<file path="src/sem_pkg.sv">
// ----------------------------------------------------------------------------
// sem_pkg: shared types and constants of the Sobel edge magnitude core
// Register indexes, the front-to-back queue entry and normalization constants.
// ----------------------------------------------------------------------------
package sem_pkg;

    localparam int CFG_INDEX_W = 2;
    localparam int CFG_DATA_W  = 12;

    localparam logic [CFG_INDEX_W-1:0] REG_IMAGE_WIDTH  = 2'd0;
    localparam logic [CFG_INDEX_W-1:0] REG_IMAGE_HEIGHT = 2'd1;

    localparam logic [11:0] RESET_WIDTH  = 12'd640;
    localparam logic [11:0] RESET_HEIGHT = 12'd480;

    localparam int PIX_W  = 10;   // R+G+B, 0..765
    localparam int GRAD_W = 13;   // signed gradient, -3060..3060
    localparam int COL_W  = 11;
    localparam int ROW_W  = 12;

    // (4328*L)^2 <= 65025*S  ->  K*L^2 <= 65025*S
    localparam int          NORM_DIV = 4328;
    localparam logic [24:0] NORM_K   = 25'(NORM_DIV * NORM_DIV);

    typedef struct packed {
        logic signed [GRAD_W-1:0] gx;
        logic signed [GRAD_W-1:0] gy;
        logic [COL_W-1:0]         column;
        logic [ROW_W-1:0]         row;
        logic                     last;
    } sem_entry_t;

endpackage

</file>
<file path="src/sem_queue.sv">
// ----------------------------------------------------------------------------
// sem_queue: small FIFO between the front and the back
// Holds gradient items so intake keeps running while the back iterates.
// ----------------------------------------------------------------------------
module sem_queue #(
    parameter int DEPTH = 4
) (
    input  logic                clk,
    input  logic                rst_n,
    input  logic                push,
    input  sem_pkg::sem_entry_t entry_in,
    output logic                full,
    input  logic                pop,
    output sem_pkg::sem_entry_t entry_out,
    output logic                empty
);

    localparam int PW = $clog2(DEPTH);
    localparam int NW = $clog2(DEPTH + 1);

    sem_pkg::sem_entry_t slots [DEPTH];
    logic [PW-1:0]       wr_ptr_reg;
    logic [PW-1:0]       rd_ptr_reg;
    logic [NW-1:0]       count_reg;

    assign full      = (count_reg == NW'(DEPTH));
    assign empty     = (count_reg == '0);
    assign entry_out = slots[rd_ptr_reg];

    always_ff @(posedge clk or negedge rst_n)
    begin
        if (!rst_n)
        begin
            wr_ptr_reg <= '0;
            rd_ptr_reg <= '0;
            count_reg  <= '0;
        end
        else
        begin
            if (push)
            begin
                wr_ptr_reg <= (wr_ptr_reg == PW'(DEPTH - 1)) ? '0 : wr_ptr_reg + PW'(1);
            end
            if (pop)
            begin
                rd_ptr_reg <= (rd_ptr_reg == PW'(DEPTH - 1)) ? '0 : rd_ptr_reg + PW'(1);
            end
            if (push && !pop)
            begin
                count_reg <= count_reg + NW'(1);
            end
            else if (pop && !push)
            begin
                count_reg <= count_reg - NW'(1);
            end
        end
    end

    always_ff @(posedge clk)
    begin
        if (push)
        begin
            slots[wr_ptr_reg] <= entry_in;
        end
    end

    a_no_overflow: assert property (@(posedge clk) disable iff (!rst_n)
        push |-> !full)
        else $error("queue overflow");

    a_no_underflow: assert property (@(posedge clk) disable iff (!rst_n)
        pop |-> !empty)
        else $error("queue underflow");

endmodule

</file>
<file path="config.mk">
export PLATFORM = sky130hd
export DESIGN_NAME = sem_queue
export DESIGN_NICKNAME = d
export VERILOG_FILES = /design/src/sem_pkg.sv /design/src/sem_queue.sv
export SDC_FILE = /design/constraint.sdc
export NUM_CORES = 1
export LEC_CHECK = 0
export ABC_AREA = 1
export CORE_ASPECT_RATIO = 1.4
export CORE_MARGIN = 2
export CORE_UTILIZATION = 60
export CTS_CLUSTER_DIAMETER = 120
export DETAILED_ROUTE_END_ITERATION = 7
export DONT_BUFFER_PORTS = 1
export GPL_TIMING_DRIVEN = 0
export MAX_ROUTING_LAYER = met4
export PLACE_DENSITY = 0.76
export SYNTH_ARGS = -nofsm -noshare
export SYNTH_HDL_FRONTEND = slang
export SYNTH_SLANG_ARGS = --single-unit
</file>
<file path="constraint.sdc">
create_clock -name clk -period 2.6 [get_ports clk]
set_input_delay 0.26 -clock clk [delete_from_list [all_inputs] [get_ports clk]]
set_output_delay 0.26 -clock clk [all_outputs]
set_load 0.005 [all_outputs]
</file>
* Word level (Yosys, flattened, before mapping) *
Memories as Yosys holds them, arrays and structs flattened.
Cells that the tools add are included.

storage, ports and cells
  register bits after elaboration = 7
  bits in latches = 0
  RAM bits = 200
  memory bits (read-only) = 0
  bits of input ports = 54
  memories = 1

operators by class
  add/subtract/negate cells = 4
  multipliers = 0
  div/mod/pow operators = 0
  order comparisons = 0
  equality and inequality tests = 3
  shift-type cells = 0
  mux-type cells = 6
  bitwise operators = 0
  reduce and logical (&&, ||, !) cells = 6

memories
  memory  words  bits a word  rd ports  clocked after memory_dff  wr ports  line             source
  slots   4      50           1         0                         1         sem_queue.sv:21  sem_pkg::sem_entry_t slots [DEPTH];

operators by type and width
  kind                   count
  $mux W3                2
  $add A2 B1 Y2 const B  2
  $eq A2 B2 Y1 const B   2
  $mux W2                2
  $add A3 B1 Y3 const B  1
  $eq A3 B3 Y1 const B   1
  $logic_not A3 Y1       1
  $sub A3 B1 Y3 const B  1
  $logic_and A1 B1 Y1    2
  $logic_not A1 Y1       2
  $mux W1                2
  $reduce_bool A2 Y1     1

* Logic depth before layout (Yosys ltp) *
  depth in word-level cells = 4
  gate-level depth with buffers = 9

* Least setup slack after synthesis *
No wires, ideal clock.

  path type = reg2reg
  start = reg wr_ptr_reg[0]
  end = mem slots[0][0] (netlist bit), enable pin
  library setup time = 0.404 ns
  arrival = 1.637 ns
  slack = 0.559 ns
  cell stages (with the launch flop) = 5
  clock period less this slack = 2.041 ns
  path through = dfrtp_1 inv_1 ha_1 nand2_1 inv_1

RTL lines
  element                 line             source
  start, declared         sem_queue.sv:22  logic [PW-1:0] wr_ptr_reg;
  start signal, assigned  sem_queue.sv:42  wr_ptr_reg <= (wr_ptr_reg == PW'(DEPTH - 1)) ? '0 : wr_ptr_reg + PW'(1);
  end, declared           sem_queue.sv:21

Straight into the memory's write port.

==> run_results.csv <==
group,metric,value,unit
drt,drtIter0Drc,322,
synthesis,synth_most_common_cell,"edfxtp_1",
layout,fillers,911,
synthesis,synth_top_area_cell,"edfxtp_1",
place,io_buffers,0,
layout,largest_register_ffs,200,
sta,finalCritPeriodShare,79.35,%
place,preCtsSetupSlack,596.8,ps
status,status,"completed",
clocking,cts.sinks,207,
setup_path,end_kind,"output pin",
synthesis,netlist_top_cells_count,"edfxtp_1, nand2_1, inv_1",
sta,clock.fmax,484.7,MHz
synthesis,syn_area,8433,um^2
synthesis,synth_seq_cells,207,
setup_path,cp.required,2340,ps
setup_path,critPathBufInv,2,
setup_path,cp-start-kind,"register",
global_route,grt_use_total,24.09,%
place,place.gp.congestion,0.7518,
sta,rsz0062_at_grt,"no",
synthesis,syn_nets,697,
drt,wirelength,17470,um
sta,hold_viol,0,
setup_path,cp_top_family,"buffers and inverters",
synthesis,ys_async_sr_fraction,3.382,%
drt,drcViolationCount,0,
synthesis,avgSynthCellArea,13.26,um^2
global_route,grt_antenna_before_repair,0,
sta,setup_viol,0,
synthesis,synthTopCellsByArea,"edfxtp_1, o211ai_1, nand2_1",
sta,drv_slew,0,
die,row_count,51,
sta,layout_setup_ws,536.9,ps
synthesis,synth.distinct_cells,18,
layout,synthToLayoutAreaGrowth,17.02,%
drt,wl_per_cell,19.17,um
synthesis,synth_edf_count,200,
pwr,p_per_area,1026,nW/um^2
drt,ant_nets,0,
global_route,grt_pass1_wl,27170,um
min_path,hold_class,"primary input to register",
die,die_h,144.3,um
drt,drt_pass1_iterations,4,
synthesis,yosysTopAreaCellShare,71.22,%
synthesis,synth_seq_area_share,73.29,%
layout,utilization,71.27,%
drt,viasPerCell,5.530,
sta,relSlewSlack,41.63,%
layout,antenna_cells,0,
die,die_w,104.2,um
die,ios,106,
clocking,cts_setup_buffers,0,
clocking,cts_root_buf,"clkbuf_16",
clocking,clock_latency,470,ps
setup_path,arrival,1800,ps
setup_path,path_max_fanout,10,
setup_path,crit_top_cell,"nand2_1",
global_route,grt_pass1_vias,5443,
synthesis,synth_flop_cell,"edfxtp_1",
sta,tightest_slew,874.2,ps
setup_path,crit_path_cell_trace,"inv_2, clkbuf_1, nand2_1, o211ai_1, nand2_1",
layout,nets,775,
layout,drive_gt1_share,9.504,%
global_route,overflow,0,
clocking,htreeDepth,1,
setup_path,slowest_delay,460,ps
synthesis,yosysWarnings,0,
global_route,grt_max_degree,37,
die,start_util,60.90,%
die,core-area,13850,um^2
die,die_area,15030,um^2
clocking,cts_buffer_depth,3,
sta,setup-tns-final,0,ps
place,dp_hpwl,10590,um
setup_path,cpMaxStageDelayCell,"clkbuf_1",
sta,period_needed,2063,ps
pwr,vdd_drop_max,0.0009561,V
sta,fin_skew,8.549,ps
synthesis,syn_inst,636,
job,drv_cap,0,
clocking,cts_buffers,19,
setup_path,crit_type,"register to output pin",
clocking,cts_tree,"yes",
pwr,p_leak,3.903,nW
clocking,path_clk_slew,60,ps
drt,vias,5038,
==> stage by stage <==
step	instance area [um^2]	std cells	power, mW	hold slack [ps]
floorplan	8433	636	6.528	-35.59
global placement	8665	821	7.308	-35.39
detailed placement	8752	825	7.480	-35.39
CTS	9868	911	10.18	41.89
global route	9868	911	10.66	65.60
finish	9868	911	10.12	56.55
==> cell type report <==
| cell class | instances | area [um^2] | share of cell area (%) |
|---|---|---|---|
| Buffer | 33 | 295.3 | 2.992 |
| Sequential cell | 207 | 6181 | 62.63 |
| Clock inverter | 11 | 98.84 | 1.002 |
| Tap cell | 185 | 231.5 | 2.346 |
| Clock buffer | 22 | 486.7 | 4.932 |
| Inverter | 113 | 424.2 | 4.298 |
| Multi-Input combinational cell | 283 | 1533 | 15.53 |
| Timing Repair Buffer | 57 | 618.1 | 6.263 |
==> per-layer routing <==
layer  GRT usage (%)  vias up  wire, um
li1                -     2361         -
met1           26.21     2466      6381
met2           44.63      188      9717
met3           4.371       23      1111
met4           8.250        0       255
met5               -        -         0
==> what timing repair did <==
action                                 CTS  global route
endpoints found under the hold margin  211             0
gates resized for setup                  0             0
hold buffers                            53             0
==> final timing paths <==
path	start	to	slack (ps)	depth (start not counted)
worst max-delay path	rd_ptr_reg[0]$_DFFE_PN0P_	entry_out[41]	540	5
worst min-delay path	push	count_reg[0]$_DFFE_PN0P_	60	2
worst max register to register	wr_ptr_reg[0]$_DFFE_PN0P_	slots[0][38]$_DFFE_PP_	630	5
worst min register to register	count_reg[2]$_DFFE_PN0P_	count_reg[2]$_DFFE_PN0P_	510	2
max in group asynchronous	rst_n	rd_ptr_reg[0]$_DFFE_PN0P_	2200	1
min in group asynchronous	rst_n	wr_ptr_reg[1]$_DFFE_PN0P_	130	1
==> report_power, final <==
group	switching, mW	internal [mW]	total [mW]
logic	2.04	1.01	3.05
registers	0.165	4.28	4.44
clock network	1.09	1.53	2.63
==> cells by family (layout without fill, tap and decap cells) <==
| family | count (synthesis) | after routing | share of synthesized area [%] |
|---|---|---|---|
| xor gates and xnor gates | 1 | 1 | 0.1039 |
| AOI/OAI and AO/OA | 104 | 104 | 9.258 |
| buffers and inverters | 146 | 236 | 8.531 |
| adders and majority gates | 7 | 7 | 1.128 |
| and+or+nand+nor | 171 | 171 | 7.685 |
| DFF | 207 | 207 | 73.29 |
==> placed cells by master, fill, tap and decap left out, types with 4 or more instances in the layout <==
cell type	instances
nand2_1	165
buf_2	11
dfrtp_1	7
clkinv_2	4
inv_1	107
edfxtp_1	200
clkinv_1	5
buf_6	21
o211ai_1	98
ha_1	6
inv_2	6
clkbuf_1	4
clkbuf_16	19
o21ai_0	4
dlygate4sd3_1	53
Note: power is estimated with default switching activity, not from simulation.
