[src/sem_pkg.sv]
// ----------------------------------------------------------------------------
// sem_pkg: shared types and constants of the Sobel edge magnitude core
// Register indexes, the front-to-back queue entry and normalization constants.
// ----------------------------------------------------------------------------
package sem_pkg;

    localparam int CFG_INDEX_W = 2;
    localparam int CFG_DATA_W  = 12;

    localparam logic [CFG_INDEX_W-1:0] REG_IMAGE_WIDTH  = 2'd0;
    localparam logic [CFG_INDEX_W-1:0] REG_IMAGE_HEIGHT = 2'd1;

    localparam logic [11:0] RESET_WIDTH  = 12'd640;
    localparam logic [11:0] RESET_HEIGHT = 12'd480;

    localparam int PIX_W  = 10;   // R+G+B, 0..765
    localparam int GRAD_W = 13;   // signed gradient, -3060..3060
    localparam int COL_W  = 11;
    localparam int ROW_W  = 12;

    // (4328*L)^2 <= 65025*S  ->  K*L^2 <= 65025*S
    localparam int          NORM_DIV = 4328;
    localparam logic [24:0] NORM_K   = 25'(NORM_DIV * NORM_DIV);

    typedef struct packed {
        logic signed [GRAD_W-1:0] gx;
        logic signed [GRAD_W-1:0] gy;
        logic [COL_W-1:0]         column;
        logic [ROW_W-1:0]         row;
        logic                     last;
    } sem_entry_t;

endpackage

[src/sem_back.sv]
// ----------------------------------------------------------------------------
// sem_back: gradient magnitude normalization
// Squares the gradients, scales by 255^2, then finds the 8-bit level one
// bit at a time (multiply, then compare) and drives the output register.
// ----------------------------------------------------------------------------
module sem_back (
    input  logic                clk,
    input  logic                rst_n,
    output logic                pop,
    input  logic                empty,
    input  sem_pkg::sem_entry_t entry,
    output logic                edge_valid,
    input  logic                edge_stall,
    output logic [7:0]          edge_value,
    output logic [10:0]         center_column,
    output logic [11:0]         center_row,
    output logic                frame_last
);

    typedef enum logic [2:0] {
        ST_IDLE,
        ST_SQUARE,
        ST_SCALE,
        ST_TRY,
        ST_CHECK,
        ST_FINISH
    } state_t;

    state_t       state_reg;
    logic [11:0]  ax_reg;
    logic [11:0]  ay_reg;
    logic [23:0]  sx_reg;
    logic [23:0]  sy_reg;
    logic [40:0]  rhs_reg;
    logic [7:0]   l_reg;
    logic [15:0]  sq_reg;
    logic [16:0]  trial_reg;
    logic [41:0]  prod_reg;
    logic [2:0]   bit_reg;
    logic [10:0]  col_reg;
    logic [11:0]  row_reg;
    logic         last_reg;
    logic         edge_valid_reg;
    logic [7:0]   edge_value_reg;
    logic [10:0]  center_column_reg;
    logic [11:0]  center_row_reg;
    logic         frame_last_reg;

    logic [24:0]  sum_sq;
    logic [40:0]  sum_ext;
    logic [40:0]  rhs_next;
    logic [16:0]  trial_next;
    logic [41:0]  prod_next;
    logic         out_free;

    assign pop = (state_reg == ST_IDLE) && !empty;

    // 65025 = 2^16 - 2^9 + 1
    assign sum_sq   = {1'b0, sx_reg} + {1'b0, sy_reg};
    assign sum_ext  = 41'(sum_sq);
    assign rhs_next = (sum_ext << 16) - (sum_ext << 9) + sum_ext;

    // (L | 2^b)^2 = L^2 + L*2^(b+1) + 2^(2b), L has no bits at or below b
    assign trial_next = 17'(sq_reg) + (17'(l_reg) << ({1'b0, bit_reg} + 4'd1))
                      + (17'(1) << {bit_reg, 1'b0});
    assign prod_next  = {17'b0, sem_pkg::NORM_K} * {25'b0, trial_next};

    assign out_free = !edge_valid_reg || !edge_stall;

    always_ff @(posedge clk or negedge rst_n)
    begin
        if (!rst_n)
        begin
            state_reg      <= ST_IDLE;
            edge_valid_reg <= 1'b0;
        end
        else
        begin
            // in the finish step the output register is reloaded below
            if (edge_valid_reg && !edge_stall && state_reg != ST_FINISH)
            begin
                edge_valid_reg <= 1'b0;
            end
            case (state_reg)
                ST_IDLE:
                begin
                    if (!empty)
                    begin
                        ax_reg    <= entry.gx[12] ? 12'(-entry.gx) : 12'(entry.gx);
                        ay_reg    <= entry.gy[12] ? 12'(-entry.gy) : 12'(entry.gy);
                        col_reg   <= entry.column;
                        row_reg   <= entry.row;
                        last_reg  <= entry.last;
                        state_reg <= ST_SQUARE;
                    end
                end
                ST_SQUARE:
                begin
                    sx_reg    <= {12'b0, ax_reg} * {12'b0, ax_reg};
                    sy_reg    <= {12'b0, ay_reg} * {12'b0, ay_reg};
                    state_reg <= ST_SCALE;
                end
                ST_SCALE:
                begin
                    rhs_reg   <= rhs_next;
                    l_reg     <= '0;
                    sq_reg    <= '0;
                    bit_reg   <= 3'd7;
                    state_reg <= ST_TRY;
                end
                ST_TRY:
                begin
                    trial_reg <= trial_next;
                    prod_reg  <= prod_next;
                    state_reg <= ST_CHECK;
                end
                ST_CHECK:
                begin
                    if (prod_reg <= {1'b0, rhs_reg})
                    begin
                        l_reg  <= l_reg | (8'd1 << bit_reg);
                        sq_reg <= trial_reg[15:0];
                    end
                    if (bit_reg == 3'd0)
                    begin
                        state_reg <= ST_FINISH;
                    end
                    else
                    begin
                        bit_reg   <= bit_reg - 3'd1;
                        state_reg <= ST_TRY;
                    end
                end
                ST_FINISH:
                begin
                    if (out_free)
                    begin
                        edge_valid_reg    <= 1'b1;
                        edge_value_reg    <= l_reg;
                        center_column_reg <= col_reg;
                        center_row_reg    <= row_reg;
                        frame_last_reg    <= last_reg;
                        state_reg         <= ST_IDLE;
                    end
                end
                default:
                begin
                    state_reg <= ST_IDLE;
                end
            endcase
        end
    end

    assign edge_valid    = edge_valid_reg;
    assign edge_value    = edge_value_reg;
    assign center_column = center_column_reg;
    assign center_row    = center_row_reg;
    assign frame_last    = frame_last_reg;

    a_square_tracks_level: assert property (@(posedge clk) disable iff (!rst_n)
        (state_reg == ST_TRY) |-> (sq_reg == 16'(l_reg) * 16'(l_reg)))
        else $error("running square out of step with level");

endmodule

[config.mk]
export PLATFORM = sky130hd
export DESIGN_NAME = sem_back
export DESIGN_NICKNAME = d
export VERILOG_FILES = /design/src/sem_pkg.sv /design/src/sem_back.sv
export SDC_FILE = /design/constraint.sdc
export NUM_CORES = 1
export LEC_CHECK = 0
export ABC_CLOCK_PERIOD_IN_PS = 14200
export BUFFER_PORTS_ARGS = -buffer_cell sky130_fd_sc_hd__buf_2
export CAP_MARGIN = 15
export CELL_PAD_IN_SITES_DETAIL_PLACEMENT = 1
export CELL_PAD_IN_SITES_GLOBAL_PLACEMENT = 2
export CORE_MARGIN = 2
export CORE_UTILIZATION = 43
export DETAILED_ROUTE_END_ITERATION = 6
export GPL_ROUTABILITY_DRIVEN = 0
export PLACE_DENSITY = 0.9
export SLEW_MARGIN = 10
export SYNTH_ARGS = -nofsm -noshare
export SYNTH_HDL_FRONTEND = slang
export SYNTH_SLANG_ARGS = --single-unit
export TNS_END_PERCENT = 10
[constraint.sdc]
create_clock -name clk -period 14.2 [get_ports clk]
set_input_delay 1.42 -clock clk [delete_from_list [all_inputs] [get_ports clk]]
set_output_delay 1.42 -clock clk [all_outputs]
set_load 0.01 [all_outputs]
# Word level (Yosys, flattened, before mapping)

Index checks and enable logic that the tools add are counted.
Widths: inputs -> output; s select.

Output and inout bits: 34
Word-level logic and storage cells: 80
Memories: 0
Latch bits: 0
Input bits: 54
Memory bits (read-only): 0
Bits in writable memories: 0
Flip-flop bits (word level): 252

Order comparisons: 1
Reduce and logical (&&, ||, !) cells: 18
Add/subtract/negate cells: 9
Multipliers: 3
Div/mod/pow operators: 0
Shift operators: 3
Multiplexer cells: 15
Bitwise gates (word level): 2
Equality and inequality tests: 10

Operators with widths:

| cell                   | count |
|---|---|
| $mul 12x12->24         | 2 |
| $le 42x41->1           | 1 |
| $add 41x25->41         | 1 |
| $sub 41x34->41         | 1 |
| $mul 19x17->36 const A | 1 |
| $pmux 16 s2            | 1 |
| $add 24x24->25         | 1 |
| $mux 12                | 2 |
| $neg 12->12            | 2 |
| $pmux 3 s6             | 1 |
| $add 16x17->17         | 1 |
| $add 17x17->17         | 1 |
| $shl 1x4->17 const A   | 1 |
| $shl 8x4->17           | 1 |
| $mux 16                | 1 |
| $pmux 8 s2             | 1 |
| $mux 3                 | 4 |
| $reduce_and 3->1       | 4 |
| $mux 8                 | 1 |
| $ne 2x2->1 const B     | 4 |
| $or 8x8->8             | 1 |
| $reduce_and 2->1       | 4 |
| $shl 1x3->8 const A    | 1 |
| $eq 3x2->1 const B     | 2 |
| 13 further kinds       | 21 |

# Longest topological paths before layout

Gate-level depths: netlist (run 1).

Depth after elaboration: 6
Gate-level depth with buffers: 41
Gate-level depth less buffers: 38

# Least setup slack after synthesis (run 1)

OpenSTA, ideal clock, no wires.

Path kind: register -> register
From: register bit_reg[0]
To: register prod_reg[38] (data pin)
Library setup time: 0.260 ns
Data required time: 13.940 ns
Path buffers: 4
Arrival: 9.650 ns
Cell stages (with the launch flop): 40
Slack: 4.290 ns
Cells stage by stage: edfxtp_1 > clkbuf_1 > inv_1 > ha_1 > clkbuf_1 > clkbuf_1 > nor2_1 > mux2i_1 > nor2_1 > fa_1 > ha_1 > a21oi_2 > nor2b_1 > o41a_1 > o21ai_2 > a21oi_1 > a311o_1 > o31ai_4 > [4 not listed] > ha_1 > o21bai_1 > fa_1 > fa_1 > fa_1 > fa_1 > ha_1 > ha_1 > clkbuf_1 > a21oi_1 > o21bai_1 > a21o_1 > a221o_1 > a21oi_1 > nand4_1 > a31o_1 > a21oi_1 > xnor2_1

Cells in the longest elaborated chain, start to end: 5

RTL lines:

| what                    | line            | source |
|---|---|---|
| start, declared         | sem_back.sv:39  | `logic [2:0] bit_reg;` |
| start signal, assigned  | sem_back.sv:130 | `bit_reg <= bit_reg - 3'd1;` |
| $add 3x1->4             | sem_back.sv:64  | `assign trial_next = 17'(sq_reg) + (17'(l_reg) << ({1'b0, bit_reg} + 4'd1))` |
| $shl 8x4->17            | sem_back.sv:64  |  |
| $add 16x17->17          | sem_back.sv:64  |  |
| $add 17x17->17 (*)      | sem_back.sv:65  | `+ (17'(1) << {bit_reg, 1'b0});` |
| $mul 19x17->36 (*)      | sem_back.sv:66  | `assign prod_next = {17'b0, sem_pkg::NORM_K} * {25'b0, trial_next};` |
| named net prod_next[38] | sem_back.sv:53  | `logic [41:0] prod_next;` |
| end signal, assigned    | sem_back.sv:114 | `prod_reg <= prod_next;` |
| end, declared           | sem_back.sv:38  | `logic [41:0] prod_reg;` |

The timed path passes the listed nets; every way through them passes the cells marked *.
A chain may end at the register's enable or synchronous reset.

# Worst setup path after layout (run 1)

Ends and elaborated chain as after synthesis.

==> metrics.cfg, run 1 <==
[clock_network]
cts_max_level=2
cts_buffers=35
path_clk_slew_ns=0.06
cts_setup_buffers=0
cts_root_buf=clkbuf_16
hold_buffers=0
cts_max_path_buffers=3
ctsResizeCount=0
cts_sinks=247
cts_tree=done
clock_latency_ns=0.55

[floorplan]
die_w_um=254
core_area_mm2=0.0618
ios=88
dieArea_mm2=0.0646
rows=91
start_util=0.435
die_h_um=254

[worst_setup_path]
critical_path_class=reg2reg
cp_common_cell=ha_1
r2r_slack_ns=3.46
crit_path_max_incr_delay_ns=0.74
endpoint_kind=register
cp.required_ns=14.49
arrival_ns=11.03
reg2reg_from=bit_reg[0]
r2r-end=prod_reg[38]
startpoint_type=register
rr_worst_depth=35
cp_slowest_cell=ha_1
crit_buf_inv=4
critPathMaxFanout=18
cp_top_family=adder cells

[route]
num_vias=18500
drt-initial-drc-count=701
viasPerCell=5.30
route.met2.wl_um=35900
wl_met3_um=1570
first_pass_iters=5
drc_errors=0
ant_nets=0
routed_wl_um=66800
m1WireLength_um=27200
routedWlPerCell_um=19.1
highest_layer=met4

[yosys]
synth_warnings=0
yosysTopAreaCell=edfxtp_1
async_flop_share=0.0162
synthDistinctLibCells=80
synth_edf_count=243
ys.flop_type=edfxtp_1
syn-num-nets=3286
synth_area_mm2=0.0269
synthTopCellsByArea=edfxtp_1, fa_1, ha_1, inv_1, xnor2_1
ys_ff_latch=247
synthCells=2564
seq_area_frac_synth=0.275
synth_top_area_frac=0.271
synth_common_cells=inv_1, ha_1, fa_1
synthMostInstantiatedCell=inv_1
syn_avg_cell_area_um2=10.5

[sta]
post-route-period-util=0.756
setup_tns_ns=0
maxSlewViolCount=0
finClkSkew_ns=0.0204
finalSetupViolCount=0
fmax_ghz=0.0931
hold_violations=0
period_minus_slack_ns=10.74
rsz0062_at_grt=no
maxSlewHeadroom=0.265
worstMarginPinSlew_ns=1.09

[min_path]
worstHoldPathType=reg2reg
worstHoldPathCells=0
hold_end=center_column[0]
worstHoldStart=col_reg[0]

[grt]
grtUsageTotal=0.216
grt_pass1_vias=21100
grt_start_max_net_pins=50
antenna_found_initial=0
grt_pass1_wl_um=110000
grt-ovfl-total=0

[layout]
synthToLayoutAreaGrowth_pct=9.50
drive_above_1_share=0.0733
fin_nets=3354
antenna_cells=0
largest_reg_flops=41
fillers=6791

[placement]
port_buffers=87
dpl.hpwl_um=55100

[flow_run]
cap_viol_max_count=0

[run_status]
status=finished clean

worst register-to-register path, delay by kind of cell (launching register included):
kind	cells	cell delay, ns
flops	1	0.67
buf+inv	4	0.63
xor+xnor	2	0.32
mux	1	0.37
fa+ha+maj	11	4.87
compound gates	14	3.22
simple gates	3	0.42
cells by family (layout without fill, tap and decap cells):
group           Yosys count  after routing  share of synthesized area
flops                   247            247                      0.275
fa+ha+maj               668            668                      0.386
xor+xnor                174            174                     0.0567
buf+inv                 470            565                     0.0658
simple gates            579            579                      0.112
compound gates          410            410                     0.0991
mux                      16             16                    0.00623
cell usage in the layout (no fill, tap or decap), drive strengths merged, types with 6 or more instances in the layout:
cell	Yosys	final
o211ai	7	7
a21o	67	67
and2	109	109
or2	15	15
clkbuf	61	39
a211oi	12	12
buf	5	97
nor4	6	6
xnor2	124	124
a31oi	18	18
ha	400	400
nor2	122	122
fa	268	268
o31a	6	6
o31ai	13	13
nor3	22	22
mux2	6	6
o41ai	7	7
and3	30	30
edfxtp	243	243
or3	11	11
nand4	24	24
nand2b	20	20
clkinv	0	9
nand3	27	27
mux2i	10	10
o21bai	12	12
o21a	21	21
nand2	132	132
nor2b	34	34
o21ai	67	67
a21oi	136	136
xor2	50	50
inv	404	410
how the worst max path moves through the flow:
stage                           from      endpoint  slack (ns)  depth (start not counted)
after global placement    bit_reg[0]  prod_reg[38]        3.96                         35
after CTS                 bit_reg[0]  prod_reg[38]        3.50                         35
after detailed placement  bit_reg[0]  prod_reg[38]        3.57                         35
final                     bit_reg[0]  prod_reg[38]        3.46                         35
after floorplan           bit_reg[0]  prod_reg[38]        4.29                         39
after global routing      bit_reg[0]  prod_reg[38]        2.81                         35
per-stage QoR:
stage / area [um^2] / util / hold slack (ns) / setup slack [ns] / cells
6_report: 29500 / 0.476 / 0.419 / 3.46 / 3496
5_1_grt: 29500 / 0.476 / 0.423 / 2.81 / 3496
4_1_cts: 29500 / 0.476 / 0.419 / 3.50 / 3496
3_5_place_dp: 28200 / 0.457 / 0.406 / 3.57 / 3432
3_3_place_gp: 28200 / 0.457 / 0.401 / 3.96 / 3432
2_1_floorplan: 26900 / - / 0.400 / 4.29 / 2564
layer usage:
layer,vias to the layer above,global-route usage
met5,-,0
met4,0,0.0689
met3,114,0.0254
met2,243,0.406
met1,9319,0.255
li1,8838,-
cell type report:
| class | count | area, um^2 | share of cell area |
|---|---|---|---|
| clock buffer | 39 | 911 | 0.0309 |
| tap | 837 | 1050 | 0.0356 |
| sequential | 247 | 7400 | 0.251 |
| multi-input combinational | 1847 | 17800 | 0.604 |
| inverter | 404 | 1520 | 0.0515 |
| timing repair buffer | 97 | 510 | 0.0173 |
| clock inverter | 25 | 294 | 0.00998 |
Power of run 1 is left out: the tool's default activity adds up to more than one toggle a clock period on the data nets, which glitch-free logic cannot reach.
==> inputs of run 2 (changes only) <==
--- a/config.mk
+++ b/config.mk
@@ -5,16 +5,16 @@
 export SDC_FILE = /design/constraint.sdc
 export NUM_CORES = 1
 export LEC_CHECK = 0
-export ABC_CLOCK_PERIOD_IN_PS = 14200
+export ABC_CLOCK_PERIOD_IN_PS = 9650
 export BUFFER_PORTS_ARGS = -buffer_cell sky130_fd_sc_hd__buf_2
 export CAP_MARGIN = 15
 export CELL_PAD_IN_SITES_DETAIL_PLACEMENT = 1
 export CELL_PAD_IN_SITES_GLOBAL_PLACEMENT = 2
 export CORE_MARGIN = 2
-export CORE_UTILIZATION = 43
+export CORE_UTILIZATION = 39
 export DETAILED_ROUTE_END_ITERATION = 6
 export GPL_ROUTABILITY_DRIVEN = 0
-export PLACE_DENSITY = 0.9
+export PLACE_DENSITY = 0.86
 export SLEW_MARGIN = 10
 export SYNTH_ARGS = -nofsm -noshare
 export SYNTH_HDL_FRONTEND = slang
==> constraint.sdc (replaced) <==
create_clock -name clk -period 9.65 [get_ports clk]
set_input_delay 0.965 -clock clk [delete_from_list [all_inputs] [get_ports clk]]
set_output_delay 0.965 -clock clk [all_outputs]
set_load 0.01 [all_outputs]
==> metrics.cfg, run 2 (same netlist as run 1, synthesis figures left out) <==
[worst_setup_path]
startpoint_type=register
cp_common_cell=fa_1
critical_path_class=reg2reg
cp.required_ns=9.98  ; -4.51 ns
arrival_ns=9.71  ; -1.32 ns
r2r-end=prod_reg[38]
reg2reg_from=bit_reg[0]
r2r_slack_ns=0.27  ; -3.20 ns
crit_path_max_incr_delay_ns=0.53  ; -0.21 ns
cp_slowest_cell=fa_1
endpoint_kind=register
critPathMaxFanout=9  ; -9
rr_worst_depth=35  ; unchanged
critPathLaunch=bit_reg[0]
crit_path_end=prod_reg[38]

[layout]
antenna_cells=0  ; unchanged
largest_reg_flops=41  ; unchanged
drive_above_1_share=0.0845  ; +0.0112
fillers=7625  ; +12%
final_cells=3555  ; +1.7%
synthToLayoutAreaGrowth_pct=10.2
fin_nets=3372  ; +0.54%
multiInputGateArea_mm2=0.0179  ; +0.71%
final_cell_mix=inv_1, ha_1, fa_1
mostFrequentLayoutCell=inv_1
final_core_util=0.433  ; -0.0434
register_area_mm2=0.00740  ; unchanged

[sta]
post-route-period-util=0.972  ; +0.216
period_minus_slack_ns=9.38  ; -1.35 ns
maxSlewHeadroom=0.204  ; -0.0614
finClkSkew_ns=0.0180  ; -0.00244 ns
hold_violations=0  ; unchanged
maxSlewViolCount=0  ; unchanged
fmax_ghz=0.107  ; +14%
worstMarginPinSlew_ns=1.16  ; +0.0705 ns
setup_tns_ns=0  ; unchanged
finalSetupViolCount=0  ; unchanged

[route]
routed_wl_um=67000  ; +0.37%
first_pass_iters=5  ; unchanged
drc_errors=0  ; unchanged
viasPerCell=5.23  ; -1.3%
routedWlPerCell_um=18.8  ; -1.3%
ant_nets=0  ; unchanged
num_vias=18600  ; +0.33%
drt-initial-drc-count=811  ; +16%

[clock_network]
cts_root_buf=clkbuf_16
hold_buffers=0  ; unchanged
cts_sinks=247  ; unchanged
clock_latency_ns=0.60  ; +0.05 ns
path_clk_slew_ns=0.06  ; about the same
cts_buffers=31  ; -11%
cts_tree=done
cts_max_path_buffers=3  ; unchanged
cts_max_level=1  ; -1

[floorplan]
dieArea_mm2=0.0711  ; +10%
core_area_mm2=0.0685  ; +11%
die_h_um=267  ; +4.9%
die_w_um=267  ; +4.9%
ios=88  ; unchanged
rows=96  ; +5.5%
start_util=0.393  ; -0.0422

[min_path]
worstHoldPathType=in2async

[grt]
grt_pass1_vias=20900  ; -0.75%
antenna_found_initial=0  ; unchanged
grt-ovfl-total=0  ; unchanged
grtUsageTotal=0.192  ; -0.0244
grt_pass1_wl_um=109000  ; -0.68%
grt_start_max_net_pins=50  ; unchanged

[run_status]
status=finished clean

[placement]
dpl.hpwl_um=55700  ; +1.1%
placed_cells=3491  ; +1.7%
port_buffers=87  ; unchanged

[flow_run]
cap_viol_max_count=0  ; unchanged

## run 2: cell count changes in the layout (fill, tap and decap cells not counted), sizes merged
cell and change:
clkinv -2, buf +21, clkbuf -3, inv -2
## run 2: what timing repair did
item | in CTS | in global routing
pin swaps | 0 | 4
resized for setup | 3 | 23
endpoints found under the setup margin | 2 | 10
setup buffers | 1 | 7
## run 2: worst min path at each step
stage / end / slack (ns) / startpoint / cells past startpoint
global route: state_reg[0] / 0.20 / rst_n / 1
floorplan: center_column[0] / 0.40 / col_reg[0] / 0
global placement: center_row[1] / 0.40 / row_reg[1] / 0
CTS: state_reg[0] / 0.18 / rst_n / 1
finish: state_reg[0] / 0.21 / rst_n / 1
detailed placement: center_row[7] / 0.41 / row_reg[7] / 0
## run 2: area by class of cell
type | count | share of cell area
Tap cell | 882 | 0.0372
Clock inverter | 21 | 0.00870
Clock buffer | 35 | 0.0267
Inverter | 404 | 0.0512
Sequential cell | 247 | 0.250
Timing Repair Buffer | 119 | 0.0227
Multi-Input combinational cell | 1847 | 0.604
## run 2: worst max-delay path: cells and delay by family, from the launching register on
kind | cells | cell delay (ns)
fa+ha+maj | 10 | 3.98
buf+inv | 3 | 0.39
simple gates | 3 | 0.33
compound gates | 14 | 3.01
xor+xnor | 2 | 0.29
flops | 1 | 0.41
mux | 3 | 0.72
## run 2: through the flow
stage / instance area (um^2) / hold slack, ns / setup slack (ns)
detailed placement: 28400 / 0.406 / -0.130
global route: 29600 / 0.198 / -0.0909
finish: 29600 / 0.214 / 0.267
CTS: 29500 / 0.177 / 0.00151
floorplan: 26900 / 0.400 / 0.0591
global placement: 28400 / 0.401 / 0.263
## run 2: metal layers
metal | global-route usage | up-vias | wire, um
li1 | - | 8872 | -
met1 | 0.230 | 9411 | 28100
met2 | 0.355 | 191 | 34800
met3 | 0.0206 | 101 | 1510
met4 | 0.0650 | 0 | 2540
met5 | 0 | - | 0
Power of run 2 is left out for the same reason.
